File: config.mk
export PLATFORM = sky130hd
export DESIGN_NAME = rpbu_div
export DESIGN_NICKNAME = d
export VERILOG_FILES = /design/src/rtl/rpbu_pkg.sv /design/src/rtl/rpbu_div.sv
export SDC_FILE = /design/constraint.sdc
export NUM_CORES = 2
export LEC_CHECK = 0
export BUFFER_PORTS_ARGS = -buffer_cell sky130_fd_sc_hd__buf_2
export CORE_MARGIN = 2
export CORE_UTILIZATION = 54
export CTS_CLUSTER_DIAMETER = 60
export DETAILED_ROUTE_END_ITERATION = 8
export GPL_TIMING_DRIVEN = 0
export PLACE_DENSITY = 0.72
export RECOVER_POWER = 25
export SYNTH_ARGS = -nofsm -noshare
export SYNTH_HDL_FRONTEND = slang
export SYNTH_SLANG_ARGS = --single-unit
export TNS_END_PERCENT = 20
File: constraint.sdc
create_clock -name clk -period 22.4 [get_ports clk]
set_input_delay 4.48 -clock clk [delete_from_list [all_inputs] [get_ports clk]]
set_output_delay 4.48 -clock clk [all_outputs]
set_load 0.05 [all_outputs]
File: src/rtl/rpbu_pkg.sv
`timescale 1ns / 1ps
// ----------------------------------------------------------------------------
// rpbu_pkg
// Shared types, mode codes and 8-bit pixel arithmetic for the blend unit.
// ----------------------------------------------------------------------------
package rpbu_pkg;

    localparam int CW = 8;   // channel width
    localparam int NW = 16;  // divider dividend width
    localparam int QW = 8;   // quotient width, one bit per divider stage

    localparam logic [4:0] MODE_SRC        = 5'd0;
    localparam logic [4:0] MODE_MERGE      = 5'd1;
    localparam logic [4:0] MODE_DST_OVER   = 5'd2;
    localparam logic [4:0] MODE_NORMAL     = 5'd3;
    localparam logic [4:0] MODE_MULTIPLY   = 5'd4;
    localparam logic [4:0] MODE_SCREEN     = 5'd5;
    localparam logic [4:0] MODE_OVERLAY    = 5'd6;
    localparam logic [4:0] MODE_DARKEN     = 5'd7;
    localparam logic [4:0] MODE_LIGHTEN    = 5'd8;
    localparam logic [4:0] MODE_DODGE      = 5'd9;
    localparam logic [4:0] MODE_BURN       = 5'd10;
    localparam logic [4:0] MODE_HARD_LIGHT = 5'd11;
    localparam logic [4:0] MODE_DIFFERENCE = 5'd12;
    localparam logic [4:0] MODE_EXCLUSION  = 5'd13;
    localparam logic [4:0] MODE_ADDITION   = 5'd14;
    localparam logic [4:0] MODE_SUBTRACT   = 5'd15;
    localparam logic [4:0] MODE_DIVIDE     = 5'd16;

    localparam logic [1:0] REG_BLEND_MODE    = 2'd0;
    localparam logic [1:0] REG_LAYER_OPACITY = 2'd1;
    localparam logic [1:0] REG_NEW_COMPOSITE = 2'd2;

    localparam logic [4:0] RST_BLEND_MODE    = MODE_NORMAL;
    localparam logic [7:0] RST_LAYER_OPACITY = 8'd255;
    localparam logic       RST_NEW_COMPOSITE = 1'b0;

    typedef struct packed {
        logic [7:0] back_red;
        logic [7:0] back_green;
        logic [7:0] back_blue;
        logic [7:0] back_alpha;
        logic [7:0] src_red;
        logic [7:0] src_green;
        logic [7:0] src_blue;
        logic [7:0] src_alpha;
    } in_word_t;

    typedef struct packed {
        logic [7:0] out_red;
        logic [7:0] out_green;
        logic [7:0] out_blue;
        logic [7:0] out_alpha;
    } out_word_t;

    // c[0] red, c[1] green, c[2] blue
    typedef struct packed {
        logic [2:0][CW-1:0] c;
        logic [CW-1:0]      a;
    } pix_t;

    typedef struct packed {
        logic [4:0]    mode;
        logic [CW-1:0] opacity;
        logic          new_comp;
    } cfg_t;

    typedef struct packed {
        logic          use_div;
        logic          inv;
        logic [CW-1:0] val;
        logic [NW-1:0] num;
        logic [CW-1:0] den;
    } chan_t;

    // Everything one pixel carries down the pipe.
    typedef struct packed {
        pix_t               bk;       // backdrop
        pix_t               sr;       // source
        pix_t               bn;       // backdrop of the primary source-over
        logic [2:0][CW-1:0] sn;       // source colors of the primary source-over
        logic [CW-1:0]      san;      // scaled source alpha
        logic [2:0]         use_div;
        logic [2:0]         inv;
        logic [2:0][CW-1:0] cval;     // blend value when no divide is needed
        logic [2:0][CW-1:0] m;        // blended colors
        logic [CW-1:0]      ra;       // result alpha
        logic [CW-1:0]      comp;     // backdrop alpha times scaled source alpha
        logic [5:0]         neg;      // quotient signs
        pix_t               n1;       // plain source-over result
        pix_t               n2;       // blended source-over result
        pix_t               g;        // first merge result
    } work_t;

    // a*b/255 rounded
    function automatic logic [CW-1:0] mul8u(input logic [CW-1:0] a, input logic [CW-1:0] b);
        logic [16:0] t;
        logic [17:0] u;
        t = 17'(a) * 17'(b) + 17'd128;
        u = {9'b0, t[16:8]} + {1'b0, t};
        return u[15:8];
    endfunction

    // signed difference times opacity over 255, floor shifts
    function automatic logic signed [8:0] mul8s(input logic signed [8:0] d,
                                                input logic [CW-1:0] op);
        logic signed [18:0] t;
        logic signed [18:0] u;
        t = $signed({{10{d[8]}}, d}) * $signed({11'b0, op}) + 19'sd128;
        u = (t >>> 8) + t;
        return u[16:8];
    endfunction

    function automatic pix_t merge_px(input pix_t b, input pix_t s, input logic [CW-1:0] op);
        pix_t            r;
        logic signed [8:0] d;
        logic signed [8:0] k;
        for (int i = 0; i < 3; i++) begin
            d = $signed({1'b0, s.c[i]}) - $signed({1'b0, b.c[i]});
            k = mul8s(d, op);
            if (b.a == '0)
                r.c[i] = s.c[i];
            else if (s.a == '0)
                r.c[i] = b.c[i];
            else
                r.c[i] = b.c[i] + k[7:0];
        end
        d = $signed({1'b0, s.a}) - $signed({1'b0, b.a});
        k = mul8s(d, op);
        r.a = b.a + k[7:0];
        if (r.a == '0)
            r.c = '0;
        return r;
    endfunction

    // a*255 + den/2, dividend of a rounded a*255/den
    function automatic logic [NW-1:0] div_num(input logic [CW-1:0] a, input logic [CW-1:0] den);
        return ({a, 8'h00} - {8'h00, a}) + {9'b0, den[7:1]};
    endfunction

    // Per-channel blend value, or the divide it still needs.
    function automatic chan_t chan_prep(input logic [4:0] mode, input logic [CW-1:0] b,
                                        input logic [CW-1:0] s);
        chan_t         r;
        logic [CW-1:0] x;
        logic [CW-1:0] y;
        logic [CW-1:0] yy;
        logic [CW-1:0] p;
        logic [CW-1:0] inv_s;
        logic [CW-1:0] inv_b;
        logic [CW:0]   sum;
        r       = '0;
        r.den   = 8'd1;
        x       = (mode == MODE_OVERLAY) ? s : b;
        y       = (mode == MODE_OVERLAY) ? b : s;
        // hard light: 2y for the multiply half, 2y-255 for the screen half
        yy      = (mode == MODE_OVERLAY || mode == MODE_HARD_LIGHT) ? {y[6:0], y[7]} : y;
        p       = mul8u(x, yy);
        inv_s   = ~s;
        inv_b   = ~b;
        sum     = {1'b0, b} + {1'b0, s};
        case (mode)
            MODE_MULTIPLY:   r.val = p;
            MODE_SCREEN:     r.val = b + s - p;
            MODE_OVERLAY,
            MODE_HARD_LIGHT: r.val = y[7] ? (x + yy - p) : p;
            MODE_DARKEN:     r.val = (b < s) ? b : s;
            MODE_LIGHTEN:    r.val = (b > s) ? b : s;
            MODE_DODGE: begin
                if (b == '0)
                    r.val = '0;
                else if (b >= inv_s)
                    r.val = 8'd255;
                else begin
                    r.use_div = 1'b1;
                    r.num     = div_num(b, inv_s);
                    r.den     = inv_s;
                end
            end
            MODE_BURN: begin
                if (b == 8'd255)
                    r.val = 8'd255;
                else if (inv_b >= s)
                    r.val = '0;
                else begin
                    r.use_div = 1'b1;
                    r.inv     = 1'b1;
                    r.num     = div_num(inv_b, s);
                    r.den     = s;
                end
            end
            MODE_DIFFERENCE: r.val = (b > s) ? (b - s) : (s - b);
            MODE_EXCLUSION:  r.val = b + s - {p[6:0], 1'b0};
            MODE_ADDITION:   r.val = sum[8] ? 8'd255 : sum[7:0];
            MODE_SUBTRACT:   r.val = (b >= s) ? (b - s) : 8'd0;
            MODE_DIVIDE: begin
                if (b == '0)
                    r.val = '0;
                else if (b >= s)
                    r.val = 8'd255;
                else begin
                    r.use_div = 1'b1;
                    r.num     = div_num(b, s);
                    r.den     = s;
                end
            end
            default: r.val = '0;
        endcase
        return r;
    endfunction

endpackage

File: src/rtl/rpbu_div.sv
`timescale 1ns / 1ps
// ----------------------------------------------------------------------------
// rpbu_div
// Pipelined restoring divider, one quotient bit per stage, several lanes.
// ----------------------------------------------------------------------------
module rpbu_div #(
    parameter int LANES = 3
) (
    input  logic                                  clk,
    input  logic                                  rst_n,
    input  logic                                  in_valid,
    output logic                                  in_ready,
    input  rpbu_pkg::work_t                       in_work,
    input  logic [LANES-1:0][rpbu_pkg::NW-1:0]    in_num,
    input  logic [LANES-1:0][rpbu_pkg::CW-1:0]    in_den,
    output logic                                  out_valid,
    input  logic                                  out_ready,
    output rpbu_pkg::work_t                       out_work,
    output logic [LANES-1:0][rpbu_pkg::QW-1:0]    out_quo
);
    import rpbu_pkg::*;

    localparam int STAGES = QW;

    logic                       valid_reg [STAGES];
    work_t                      work_reg  [STAGES];
    logic [LANES-1:0][NW-1:0]   rem_reg   [STAGES];
    logic [LANES-1:0][CW-1:0]   den_reg   [STAGES];
    logic [LANES-1:0][QW-1:0]   quo_reg   [STAGES];
    logic [STAGES:0]            rdy;

    always_comb begin
        rdy[STAGES] = out_ready;
        for (int s = STAGES - 1; s >= 0; s--)
            rdy[s] = !valid_reg[s] || rdy[s+1];
    end

    assign in_ready  = rdy[0];
    assign out_valid = valid_reg[STAGES-1];
    assign out_work  = work_reg[STAGES-1];
    assign out_quo   = quo_reg[STAGES-1];

    for (genvar s = 0; s < STAGES; s++) begin : g_stage
        localparam int BIT = STAGES - 1 - s;

        logic                     pv;
        work_t                    pw;
        logic [LANES-1:0][NW-1:0] pr;
        logic [LANES-1:0][CW-1:0] pd;
        logic [LANES-1:0][QW-1:0] pq;
        logic [LANES-1:0][NW-1:0] rem_next;
        logic [LANES-1:0][QW-1:0] quo_next;

        if (s == 0) begin : g_head
            assign pv = in_valid;
            assign pw = in_work;
            assign pr = in_num;
            assign pd = in_den;
            assign pq = '0;
        end else begin : g_body
            assign pv = valid_reg[s-1];
            assign pw = work_reg[s-1];
            assign pr = rem_reg[s-1];
            assign pd = den_reg[s-1];
            assign pq = quo_reg[s-1];
        end

        always_comb begin
            logic [NW-1:0] sh;
            for (int l = 0; l < LANES; l++) begin
                sh = NW'(pd[l]) << BIT;
                if (pr[l] >= sh) begin
                    rem_next[l] = pr[l] - sh;
                    quo_next[l] = {pq[l][QW-2:0], 1'b1};
                end else begin
                    rem_next[l] = pr[l];
                    quo_next[l] = {pq[l][QW-2:0], 1'b0};
                end
            end
        end

        always_ff @(posedge clk or negedge rst_n) begin
            if (!rst_n)
                valid_reg[s] <= 1'b0;
            else if (rdy[s])
                valid_reg[s] <= pv;
        end

        always_ff @(posedge clk) begin
            if (rdy[s] && pv) begin
                work_reg[s] <= pw;
                rem_reg[s]  <= rem_next;
                den_reg[s]  <= pd;
                quo_reg[s]  <= quo_next;
            end
        end
    end

    logic num_fits;
    logic rem_done;

    always_comb begin
        num_fits = 1'b1;
        rem_done = 1'b1;
        for (int l = 0; l < LANES; l++) begin
            if (in_den[l] == '0 || in_num[l] >= {in_den[l], 8'h00})
                num_fits = 1'b0;
            if (rem_reg[STAGES-1][l] >= NW'(den_reg[STAGES-1][l]))
                rem_done = 1'b0;
        end
    end

    // quotient must fit in QW bits
    a_num_fits: assert property (@(posedge clk) disable iff (!rst_n)
        in_valid |-> num_fits)
        else $error("divider dividend too large for quotient width");

    a_rem_done: assert property (@(posedge clk) disable iff (!rst_n)
        valid_reg[STAGES-1] |-> rem_done)
        else $error("divider remainder not below divisor");

    a_out_hold: assert property (@(posedge clk) disable iff (!rst_n)
        (out_valid && !out_ready) |=> (out_valid && $stable(out_quo)))
        else $error("divider output changed while stalled");

endmodule

After elaboration in Yosys (flattened, before gate mapping)
Memories as Yosys holds them, arrays and structs flattened.
Cells that the tools add are included.

storage, ports and cells
  memory bits (writable) = 3,168
  memory bits (read-only) = 0
  memories = 4
  output and inout port bits = 326
  input bits = 376
  flip-flop bits (word level) = 8
  bits in latches = 0

memories
  name      words  width  rd ports  clocked after memory_dff  write ports  line            RTL
  work_reg  8      300    8         0                         8            rpbu_div.sv:26  work_t work_reg [STAGES];
  rem_reg   8      48     7         0                         8            rpbu_div.sv:27  logic [LANES-1:0][NW-1:0] rem_reg [STAGES];
  den_reg   8      24     7         0                         8            rpbu_div.sv:28  logic [LANES-1:0][CW-1:0] den_reg [STAGES];
  quo_reg   8      24     8         0                         8            rpbu_div.sv:29  logic [LANES-1:0][QW-1:0] quo_reg [STAGES];

operators by class
  add/subtract/negate cells = 24
  shift-type cells = 0
  div/mod/pow operators = 0
  magnitude comparators = 24
  multipliers = 0
  reductions and logical operators = 24
  bitwise operators = 0
  equal/unequal tests = 0
  muxes and demuxes = 64

operators with widths
  operator                                      number
  two-way mux 16 bit                            24
  greater-or-equal comparator 16 x 10 -> 1 bit  3
  greater-or-equal comparator 16 x 11 -> 1 bit  3
  greater-or-equal comparator 16 x 12 -> 1 bit  3
  greater-or-equal comparator 16 x 13 -> 1 bit  3
  greater-or-equal comparator 16 x 14 -> 1 bit  3
  greater-or-equal comparator 16 x 15 -> 1 bit  3
  greater-or-equal comparator 16 x 8 -> 1 bit   3
  greater-or-equal comparator 16 x 9 -> 1 bit   3
  subtractor 16 x 10 -> 16 bit                  3
  subtractor 16 x 11 -> 16 bit                  3
  subtractor 16 x 12 -> 16 bit                  3
  subtractor 16 x 13 -> 16 bit                  3
  subtractor 16 x 14 -> 16 bit                  3
  subtractor 16 x 15 -> 16 bit                  3
  subtractor 16 x 8 -> 16 bit                   3
  subtractor 16 x 9 -> 16 bit                   3
  two-way mux 1 bit                             40
  logical AND 1 bit                             8
  zero test 1 bit                               8
  logical OR 1 bit                              8

Longest topological paths before layout
  word-level depth = 12
  depth in mapped cells = 11
  mapped depth without buffers = 10

Least setup slack after synthesis
No wires, ideal clock.

  kind = input -> register
  start point = in out_ready
  end point = mem den_reg[3][0] (netlist name) (enable)
  buffers on the path = 0
  required time = 21,215 ps
  arrival = 21,668 ps
  path slack = -454 ps
  stages = 4
  cell sequence = nor2b_1 > nand3_1 > nor2_1 > nor2b_1

RTL lines
  what             line            RTL
  start, declared  rpbu_div.sv:17  input logic out_ready,
  end, declared    rpbu_div.sv:28

Worst setup path in the final report
  start point = in out_ready
  end point = out in_ready

between the ends
  cells in the longest elaborated chain, start to end = 8

RTL lines
  what                            line            RTL
  logical OR 1 bit (8 in series)  rpbu_div.sv:35  rdy[s] = !valid_reg[s] || rdy[s+1];
  end, declared                   rpbu_div.sv:12  output logic in_ready,

No other way between the ends.

==> summary.md <==
| Metric | Value |
|---|---|
| DP Wirelength | `122,000 um` |
| CP Cell Sequence | `buf_2 -> nor2b_1 -> nand3_1 -> nor2_1 -> nand4_1 -> buf_2` |
| Routability cong. | `0.855` |
| Final Core Density | `0.638` |
| Post_cts resized | `0` |
| Die width | `441 um` |
| First-pass GRT wire length | `294,000 um` |
| Clock Sinks | `3,020` |
| Synth Cell Area | `103,000 sq um` |
| Synthesized area per cell | `21.0 sq um` |
| R2R cell count | `8` |
| Core area | `190,000 sq um` |
| Startpoint types | `input pin` |
| P_leak | `43.5 nW` |
| Fin. Hold Viols | `0` |
| Total CTS buffers | `317` |
| Worst hold stages | `0` |
| Yosys reg bits | `3,020` |
| Worst Tran Pin Value | `1200 ps` |
| R2R setup slack | `18,740 ps` |
| Gr ovfl total | `0` |
| Syn. warnings | `0` |
| Post-place setup slack | `11,720 ps` |
| Setup WS post-layout | `11,620 ps` |
| Initial Util | `0.543` |
| Total Routing Usage GR | `0.204` |
| Vias per inst | `5.32` |
| Cts hold-fix bufs | `0` |
| Worst Skew | `64.7 ps` |
| Hold Path End | `work_reg[0][703]$_DFFE_PP_` |
| Final Non-Filler Cells | `8,759` |
| Critical path required time | `17,920 ps` |
| Peak supply drop | `0.0704 mV` |
| R2R Path End | `work_reg[0][506]$_DFFE_PP_` |
| Max-Cap Viols | `0` |
| Setup-failing EPs final | `0` |
| Max Fclk | `92.8 MHz` |
| DR pass1 iterations | `5` |
| Min-delay src | `work_reg[0][403]$_DFFE_PP_` |
| Largest net degree at the start of global routing | `70` |
| Clock buffer depth | `4` |
| CTS tree | `built` |
| CP arrival | `6300 ps` |
| PD cells | `132 nW/um^2` |
| Slew Viols, Final | `0` |
| Share of cells above drive strength 1 | `0.203` |
| Full die area | `194,000 sq um` |
| Placed cells | `8,186` |
| Vias in the first global route | `48,200` |
| Crit path largest cell delay | `470 ps` |
| Max reg flops | `2,400` |
| Hold WS | `363 ps` |
| I/O Buffers | `701` |
| Clk root buf | `clkbuf_16` |
| Initial antenna violation count | `57` |
| Seq/Total Area, Yosys | `0.879` |
| WP depth | `6` |
| Outcome | `completed` |
| RSZ-0062 raised after global routing | `false` |
| Worst-path clk slew | `60 ps` |
| Worst hold path type | `flip-flop to flip-flop` |
| Setup bufs post-CTS | `0` |
| Design area | `121,000 sq um` |
| Critical path peak fanout | `5` |
| Top FF cell, synth | `edfxtp_1` |
| CP max stage cell | `nor2b_1` |
| Slew headroom | `0.195` |
| Post-DR wirelength/cell | `22.7 um` |
| Worst path top cell family by delay | `simple AND/OR/NAND/NOR gates` |
| CP Capture Type | `output port` |
| Layout area overhead | `17.5%` |
| Filler cells | `12,300` |
| Post-synth EDFFs | `3,012` |
| CP most frequent cell | `buf_2` |
| Post-route minimum period | `10,780 ps` |
| Starting DRT DRC Count | `3,010` |
| Final Net Count | `6,583` |
| Via count | `46,600` |
| Drt drc | `0` |
| Later-pin clock latency in the skew report | `940 ps` |
| Depth of the CTS H-tree | `5` |
| Async SR Flop Fraction | `0.00265` |
| R2r startpoint | `out_valid$_DFFE_PN0P_` |
| FP Rows | `160` |
| Post-Syn Instances | `4,908` |
| Setup CP Type | `input pin to output port` |
| Crit share post-route | `0.481` |
| Num ports | `702` |
| Post-route ant nets | `0` |
| Die Height | `441 um` |
| Worst Path Buf+Inv | `2` |
| Dpl cell area | `111,000 sq um` |
| Net Count, Synth | `5,497` |
| Synth cell types | `68` |
| Total wire length | `199,000 um` |
[stage by stage]
stage | total power (W) | setup TNS, ps
final | 0.0160 | 0
after global routing | 0.0167 | 0
after CTS | 0.0161 | 0
after detailed placement | 0.0111 | 0
after global placement | 0.0115 | -2505280
after floorplan | 0.0105 | 0
[power breakdown]
part	internal (W)	switching, W
combinational	0.000827	0.00179
sequential	0.00795	0.000452
clock	0.00287	0.00207
total	0.0116	0.00432
[cell usage after synthesis (8+ instances only)]
cell / n / share of area
nand2_1: 170 / 0.0062
xor2_1: 74 / 0.0063
mux2_2: 26 / 0.0028
nor2b_1: 40 / 0.0024
nor4_1: 23 / 0.0014
nand4b_1: 9 / 0.00076
dfrtp_1: 8 / 0.0019
nand2b_1: 43 / 0.0026
a211oi_1: 27 / 0.0020
nor4b_1: 10 / 0.00085
nor3_1: 63 / 0.0031
or2_2: 9 / 0.00055
inv_1: 248 / 0.0090
nand3b_1: 11 / 0.00080
or3_1: 21 / 0.0013
a2111oi_0: 9 / 0.00076
fa_1: 21 / 0.0041
nor2_1: 160 / 0.0058
a21boi_0: 14 / 0.0010
and2_1: 12 / 0.00073
mux2i_1: 14 / 0.0014
a31oi_1: 9 / 0.00055
ha_1: 192 / 0.023
o211ai_1: 10 / 0.00073
o21ai_0: 171 / 0.0083
nand3_1: 43 / 0.0021
a21o_1: 28 / 0.0020
nand4_1: 13 / 0.00079
or4_1: 18 / 0.0013
edfxtp_1: 3012 / 0.88
a21oi_1: 126 / 0.0061
xnor2_1: 68 / 0.0058
o31a_1: 13 / 0.0011
o2111ai_1: 10 / 0.00085
clkbuf_1: 26 / 0.00095
o31ai_1: 28 / 0.0020
o21a_1: 39 / 0.0028
[metal layers]
layer | track usage | vias up | routed length (um) | share of wire
met5 | 0 | - | 80 | 0.00040
met4 | 0.110 | 12 | 10500 | 0.053
met3 | 0.0399 | 463 | 10000 | 0.050
met2 | 0.357 | 1430 | 105000 | 0.53
met1 | 0.236 | 23300 | 73800 | 0.37
li1 | - | 21400 | - | -
[worst register-to-register path, stage by stage (launching register included)]
cell	delay, ps
dfrtp_1	340
nor2b_1	500
nand3_1	260
nor2_1	440
nand3_1	210
and2_4	450
buf_16	320
buf_16	370
buf_16	330
[layout make-up]
type / count / area [sq um] / share of cell area
clock inverters: 156 / 1290 / 0.0107
flip-flops and latches: 3020 / 90600 / 0.748
plain buffers: 30 / 130 / 0.00107
well taps: 2511 / 3140 / 0.0259
multi-input cells: 1610 / 11400 / 0.0941
inverters: 248 / 931 / 0.00768
repair buffers: 767 / 5140 / 0.0425
clock buffers: 389 / 8400 / 0.0694
diodes: 28 / 70.1 / 0.000578
[how the worst max path moves through the flow]
stage | from | endpoint | slack [ps]
final | out_ready | in_ready | 11620
after floorplan | out_ready | quo_reg[1][72]$_DFFE_PP_ | 2520
after global placement | out_ready | work_reg[1][958]$_DFFE_PP_ | -7850
after CTS | out_ready | in_ready | 11580
after detailed placement | out_ready | in_ready | 11720
after global routing | out_ready | in_ready | 11450
[cell families (layout without fill, tap and decap cells)]
group,after synthesis,count (layout),share of synthesized area
other,0,28,0
XOR/XNOR,142,142,0.0121
adder cells (fa/ha/maj),213,213,0.0274
buffers and inverters,278,1590,0.0103
flip-flops,3020,3020,0.879
multiplexers,41,41,0.00435
AO/OA/AOI/OAI,537,537,0.0331
AND/OR/NAND/NOR,677,677,0.0334
[cell usage in the layout, fill, tap and decap left out, types with 68 or more instances in the layout]
cell and count:
clkbuf_1 87, nand2_1 170, ha_1 192, inv_1 248, edfxtp_1 3012, o21ai_0 171, buf_2 703, clkbuf_16 325
nor2_1 160, a21oi_1 126, xor2_1 74, xnor2_1 68
Note: power is estimated with default switching activity, not from simulation.
